===== src/rtl/cfo_corrected_channel_phase_estimator_core_defines.svh =====
// Assertion macros for the channel phase estimator core
`ifndef CFO_CORRECTED_CHANNEL_PHASE_ESTIMATOR_CORE_DEFINES_SVH
`define CFO_CORRECTED_CHANNEL_PHASE_ESTIMATOR_CORE_DEFINES_SVH
`ifndef SYNTHESIS
`define CPE_ASSERT(lbl, clk, rstn, prop, msg) \
  lbl: assert property (@(posedge clk) disable iff (!rstn) (prop)) else $error(msg);
`define CPE_ASSERT_NR(lbl, clk, prop, msg) \
  lbl: assert property (@(posedge clk) (prop)) else $error(msg);
`else
`define CPE_ASSERT(lbl, clk, rstn, prop, msg)
`define CPE_ASSERT_NR(lbl, clk, prop, msg)
`endif
`endif


===== src/rtl/cpe_pkg.sv =====
// Shared types, constants and tables for the channel phase estimator
package cpe_pkg;
  localparam int SeqMax = 1024;
  localparam int RefAw = $clog2(SeqMax);
  localparam int SampleBits = 16;
  localparam int CfgAw = 1;
  localparam int CfgDw = 32;
  localparam logic [CfgAw-1:0] CfgSeqLen = 1'b0;
  localparam logic [CfgAw-1:0] CfgTurnPerHz = 1'b1;
  localparam logic ActLoad = 1'b0;

  typedef struct packed {
    logic              action;
    logic [9:0]        ref_index;
    logic signed [15:0] sample_re;
    logic signed [15:0] sample_im;
    logic signed [23:0] cfo_hz;
  } in_item_t;

  typedef struct packed {
    logic signed [15:0] est_re;
    logic signed [15:0] est_im;
    logic               zero_corr;
  } out_item_t;

  function automatic logic [31:0] atan_turn(input logic [3:0] i);
    logic [31:0] r;
    unique case (i)
      4'd0:  r = 32'h20000000;
      4'd1:  r = 32'h12E4051D;
      4'd2:  r = 32'h09FB385B;
      4'd3:  r = 32'h051111D4;
      4'd4:  r = 32'h028B0D43;
      4'd5:  r = 32'h0145D7E1;
      4'd6:  r = 32'h00A2F61E;
      4'd7:  r = 32'h00517C55;
      4'd8:  r = 32'h0028BE53;
      4'd9:  r = 32'h00145F2E;
      4'd10: r = 32'h000A2F98;
      4'd11: r = 32'h000517CC;
      4'd12: r = 32'h00028BE6;
      4'd13: r = 32'h000145F3;
      4'd14: r = 32'h0000A2F9;
      default: r = 32'h0000517C;
    endcase
    return r;
  endfunction
endpackage


===== src/rtl/cpe_cordic.sv =====
// Iterative CORDIC: rotation (NCO) and vectoring (angle)
module cpe_cordic (
  input  logic        clk_i,
  input  logic        rst_ni,
  input  logic        start_i,
  input  logic        vec_i,
  input  logic [31:0] phase_i,
  input  logic signed [47:0] re_i,
  input  logic signed [47:0] im_i,
  output logic        done_o,
  output logic signed [15:0] cos_o,
  output logic signed [15:0] sin_o,
  output logic [31:0] angle_o
);
  import cpe_pkg::*;

  typedef enum logic [1:0] {StIdle, StNorm, StIter, StOut} state_e;
  state_e state_q;
  logic vec_q, neg_q;
  logic [3:0] it_q;
  logic signed [49:0] x_q, y_q;
  logic signed [32:0] z_q;
  logic [31:0] za_q;
  logic signed [49:0] dx, dy, ax, ay, m;
  logic signed [32:0] zs;
  logic [31:0] ph_f;
  logic signed [49:0] rc, rs, nc, ns;
  logic dir;

  always_comb begin
    ph_f = phase_i + 32'h80000000;
    dx = y_q >>> it_q;
    dy = x_q >>> it_q;
    ax = x_q < 0 ? -x_q : x_q;
    ay = y_q < 0 ? -y_q : y_q;
    m = ax > ay ? ax : ay;
    dir = vec_q ? (y_q < 0) : (z_q >= 0);
    zs = $signed({1'b0, atan_turn(it_q)});
    rc = (x_q + 50'sd16384) >>> 15;
    rs = (y_q + 50'sd16384) >>> 15;
    nc = neg_q ? -rc : rc;
    ns = neg_q ? -rs : rs;
  end

  function automatic logic signed [15:0] sat16(input logic signed [49:0] v);
    if (v > 50'sd32767) return 16'sh7FFF;
    if (v < -50'sd32768) return 16'sh8000;
    return v[15:0];
  endfunction

  always_ff @(posedge clk_i or negedge rst_ni) begin
    if (!rst_ni) begin
      state_q <= StIdle;
      done_o <= 1'b0;
    end else begin
      done_o <= 1'b0;
      unique case (state_q)
        StIdle: if (start_i) begin
          vec_q <= vec_i;
          it_q <= '0;
          if (vec_i) begin
            x_q <= {{2{re_i[47]}}, re_i};
            y_q <= {{2{im_i[47]}}, im_i};
            state_q <= StNorm;
          end else begin
            x_q <= 50'sh26DD3B6A;
            y_q <= '0;
            neg_q <= (phase_i + 32'h40000000) >= 32'h80000000;
            z_q <= (phase_i + 32'h40000000) >= 32'h80000000 ?
                   {ph_f[31], ph_f} : {phase_i[31], phase_i};
            state_q <= StIter;
          end
        end
        StNorm: begin
          // scale by one step of two until magnitude sits in [2^28, 2^29)
          if (m >= 50'sd536870912) begin
            x_q <= x_q >>> 1;
            y_q <= y_q >>> 1;
          end else if (m < 50'sd268435456) begin
            x_q <= x_q <<< 1;
            y_q <= y_q <<< 1;
          end else begin
            if (x_q < 0) begin
              x_q <= -x_q;
              y_q <= -y_q;
              za_q <= 32'h80000000;
            end else begin
              za_q <= '0;
            end
            state_q <= StIter;
          end
        end
        StIter: begin
          if (vec_q) begin
            if (!dir) begin
              x_q <= x_q + dx; y_q <= y_q - dy; za_q <= za_q + atan_turn(it_q);
            end else begin
              x_q <= x_q - dx; y_q <= y_q + dy; za_q <= za_q - atan_turn(it_q);
            end
          end else begin
            if (dir) begin
              x_q <= x_q - dx; y_q <= y_q + dy; z_q <= z_q - zs;
            end else begin
              x_q <= x_q + dx; y_q <= y_q - dy; z_q <= z_q + zs;
            end
          end
          it_q <= it_q + 4'd1;
          if (it_q == 4'd15) state_q <= StOut;
        end
        default: begin
          cos_o <= sat16(nc);
          sin_o <= sat16(ns);
          angle_o <= za_q;
          done_o <= 1'b1;
          state_q <= StIdle;
        end
      endcase
    end
  end
endmodule


===== config.mk =====
export PLATFORM = sky130hd
export DESIGN_NAME = cpe_cordic
export DESIGN_NICKNAME = d
export VERILOG_FILES = /design/src/rtl/cfo_corrected_channel_phase_estimator_core_defines.svh /design/src/rtl/cpe_pkg.sv /design/src/rtl/cpe_cordic.sv
export SDC_FILE = /design/constraint.sdc
export NUM_CORES = 2
export LEC_CHECK = 0
export BUFFER_PORTS_ARGS = -buffer_cell sky130_fd_sc_hd__buf_2
export CORE_AREA = 8 8 397 399
export DETAILED_ROUTE_END_ITERATION = 8
export DIE_AREA = 0 0 405 407
export HOLD_SLACK_MARGIN = 0.03
export MAX_ROUTING_LAYER = met4
export SETUP_SLACK_MARGIN = 0.2
export SLEW_MARGIN = 20
export SYNTH_ARGS = -nofsm -noshare
export SYNTH_HDL_FRONTEND = slang
export SYNTH_SLANG_ARGS = --single-unit

===== constraint.sdc =====
create_clock -name clk_i -period 7.33 [get_ports clk_i]
set_input_delay 0.733 -clock clk_i [delete_from_list [all_inputs] [get_ports clk_i]]
set_output_delay 0.733 -clock clk_i [all_outputs]
set_load 0.02 [all_outputs]

==> flow_metrics.py <==
metrics = {
    "status": {
        "outcome": "completed",
    },
    "routing": {
        "routed_wirelength_um": 156000,
        "vias": 38100,
        "drtIter0Drc": 4241,
        "detail-route-antenna-nets": 0,
        "routedWlPerCell_um": 23.1,
        "drc_errors": 0,
        "dr.pass1.iters": 8,
        "vias_per_cell": 5.63,
    },
    "synthesis": {
        "synth_top_cell_area_share_pct": 18.8,
        "syn-cell-area_um2": 37500,
        "ys_async_sr_fraction_pct": 1.12,
        "synth_compound_area_share_pct": 22.1,
        "synthMuxAreaShare_pct": 12.1,
        "synthCells": 4549,
        "synth_xor_area_share_pct": 11.5,
        "synth_ff_type": "edfxtp_1",
        "synth_nets": 4919,
        "seq_area_frac_synth_pct": 20.6,
        "avgSynthCellArea_um2": 8.25,
        "synth_fa_ha_area_share_pct": 8.04,
        "synthSimpleGateAreaFrac_pct": 20.6,
        "ys_warn_count": 0,
        "ys_ff_latch": 268,
        "synth_top_family_by_area": "compound AO/OA/AOI/OAI gates",
        "yosysMostFrequentCell": "nand2_1",
        "synth_edf_count": 235,
        "synth_common_cells": "nand2_1, nor2_1, a21oi_1",
        "synth_area_leader_cell": "edfxtp_1",
        "synth_cell_types": 104,
        "ys_top_cells_by_area": "edfxtp_1, ha_1, mux4_2, xnor2_1, xor2_1",
    },
    "cts": {
        "htreeDepth": 2,
        "clock-sinks": 268,
        "clock_latency_ps": 620,
        "numCtsBuffers": 39,
        "clkTransAtPathRegs_ps": 60,
        "cts.path.max_buffers": 3,
        "cts_tree": "done",
        "clockRootBuffer": "clkbuf_16",
    },
    "grt": {
        "grt-ovfl-total": 0,
        "grt_pass1_vias": 35700,
        "grt_max_degree": 81,
        "grt_usage_pct": 18.4,
        "grt_pass1_wl_um": 229000,
        "antenna_found_initial": 30,
    },
    "placed_design": {
        "routabilityCongestion": 0.994,
        "dpl.hpwl_um": 121000,
        "numPortBuffers": 196,
        "placed_cell_area_um2": 41600,
        "dp.cells": 6657,
    },
    "die": {
        "fp.dieW_um": 405,
        "dieArea_um2": 165000,
        "ios": 197,
        "die_y_um": 407,
        "core-area_um2": 151000,
        "rows": 143,
        "initial_core_util_pct": 24.8,
    },
    "critical_path": {
        "critical_path_class": "reg -> reg",
        "cpMaxStageDelayCell": "nor3_1",
        "path_cells": "nor3_1, nand2_1, buf_4, nor2_1, nand3_1, or4_1, nand2_1, xor2_1, ha_1, o21ai_0, nand2b_1, a31oi_1, o32ai_1, a21boi_0, o211ai_2, nor2_1, nor3_1, a22oi_1, a21boi_0, buf_4, o22ai_1",
        "ff2ff_setup_slack_ps": 370,
        "required_ps": 7680,
        "slowest_delay_ps": 710,
        "startpoint_type": "flip-flop",
        "cp.arrival_ps": 7310,
        "r2r_start": "y_q[2]",
        "crit_fanout": 13,
        "worst-r2r-cell-count": 21,
        "cp-end-kind": "flip-flop",
        "r2r_end": "y_q[9]",
    },
    "timing": {
        "min_period_ps": 6960,
        "grt_setup_unrepaired": "false",
        "worst_pin_slew_ps": 1030,
        "fin_worst_skew_ps": 27.9,
        "fin_crit_sh_pct": 94.9,
        "setup_tns_ps": 0,
        "drv_slew": 0,
        "setup_viol": 0,
        "finalHoldViolCount": 0,
        "clock.fmax_mhz": 144,
        "slew_headroom_pct": 30.2,
    },
    "hold_path": {
        "hold_path_class": "in -> reg",
        "min-delay-start": "phase_i[22]",
        "hold_depth": 3,
        "whs_endpoint": "z_q[22]",
    },
    "flow_run": {
        "drv_cap": 0,
    },
    "cells_and_area": {
        "fin_area_um2": 43300,
        "fin_util_pct": 28.6,
        "area_growth_syn_to_layout_pct": 15.4,
        "drive_above_1_share_pct": 17.0,
        "nNetsFinal": 5051,
        "stdcell_count": 6762,
        "fillerInstances": 16100,
    },
}
[timing repair]
action,in CTS,in global routing
gates resized for setup,3,29
pin swaps,0,4
setup endpoints to repair,36,139
gates cloned,0,2
hold buffers,1,0
setup buffers,0,10
hold endpoints to repair,3,0
[cells in the final DEF (no fill, tap or decap), types with 67 or more instances in the layout]
cell type / synthesis / layout
edfxtp_1: 235 / 235
nand3_1: 154 / 154
inv_1: 104 / 102
o21ai_0: 283 / 282
a21o_1: 92 / 91
buf_2: 60 / 196
mux2i_1: 90 / 90
mux2_2: 81 / 81
nor2_1: 350 / 347
or3_1: 67 / 67
a21oi_1: 305 / 301
nand4_1: 71 / 71
nand2_1: 415 / 413
xnor2_1: 294 / 294
buf_4: 13 / 205
xor2_1: 200 / 200
ha_1: 234 / 231
nor3_1: 100 / 100
mux4_2: 120 / 120
[routing by layer]
| metal | vias to the layer above | GRT usage (%) | part of all wire, % |
|---|---|---|---|
| li1 | 17500 | - | - |
| met1 | 18400 | 24.6 | 43 |
| met2 | 1894 | 27.8 | 44 |
| met3 | 287 | 3.13 | 8.9 |
| met4 | 0 | 6.59 | 4.1 |
| met5 | - | - | 0 |
[layout make-up]
class | instances | area, um^2 | area share (%)
Timing Repair Buffer | 429 | 3070 | 7.09
Inverter | 109 | 413 | 0.954
Clock inverter | 27 | 338 | 0.780
Multi-Input combinational cell | 3834 | 28200 | 65.0
Clock buffer | 45 | 998 | 2.31
Antenna cell | 20 | 50.0 | 0.116
Tap cell | 2030 | 2540 | 5.87
Sequential cell | 268 | 7730 | 17.9
[sequential cells by signal, indices dropped and copies added (netlist names)]
| name | flops |
|---|---|
| vec_q | 1 |
| cos_o | 16 |
| x_q | 50 |
| angle_o | 32 |
| z_q | 33 |
| state_q | 2 |
| sin_o | 16 |
| y_q | 50 |
| done_o | 1 |
| za_q | 32 |
| neg_q | 1 |
| zs | 30 |
| it_q | 4 |
[worst max path at each step]
stage	start	endpoint	slack (ps)
floorplan	x_q[17]	y_q[0]	410
global placement	it_q[1]	x_q[49]	40
detailed placement	it_q[1]	x_q[49]	20
CTS	it_q[1]	x_q[49]	160
global route	it_q[1]	y_q[49]	190
finish	y_q[2]	y_q[9]	370
[metrics by stage]
stage | setup WS, ps | hold slack [ps]
global placement | 40.3 | 450
detailed placement | 18.5 | 449
global route | 190 | 416
CTS | 156 | 388
finish | 374 | 429
floorplan | 409 | 426
[cells by family (layout without fill, tap and decap cells)]
group | count (synthesis) | count (layout)
xor+xnor | 494 | 494
buf+inv | 447 | 610
simple gates | 1545 | 1545
fa+ha+maj | 239 | 239
mux | 293 | 293
flops | 268 | 268
other cells | 0 | 20
compound gates | 1263 | 1263
[worst max-delay path, delay by kind of cell (launching register included)]
family / cells / cell delay [ps]
and+or+nand+nor: 9 / 2960
adders and majority gates: 1 / 380
xor gates and xnor gates: 1 / 390
DFF: 1 / 600
AOI/OAI and AO/OA: 8 / 1960
buffers and inverters: 2 / 390
Power is left out: the tool's default activity adds up to more than one toggle a clock period on the data nets, which glitch-free logic cannot reach.
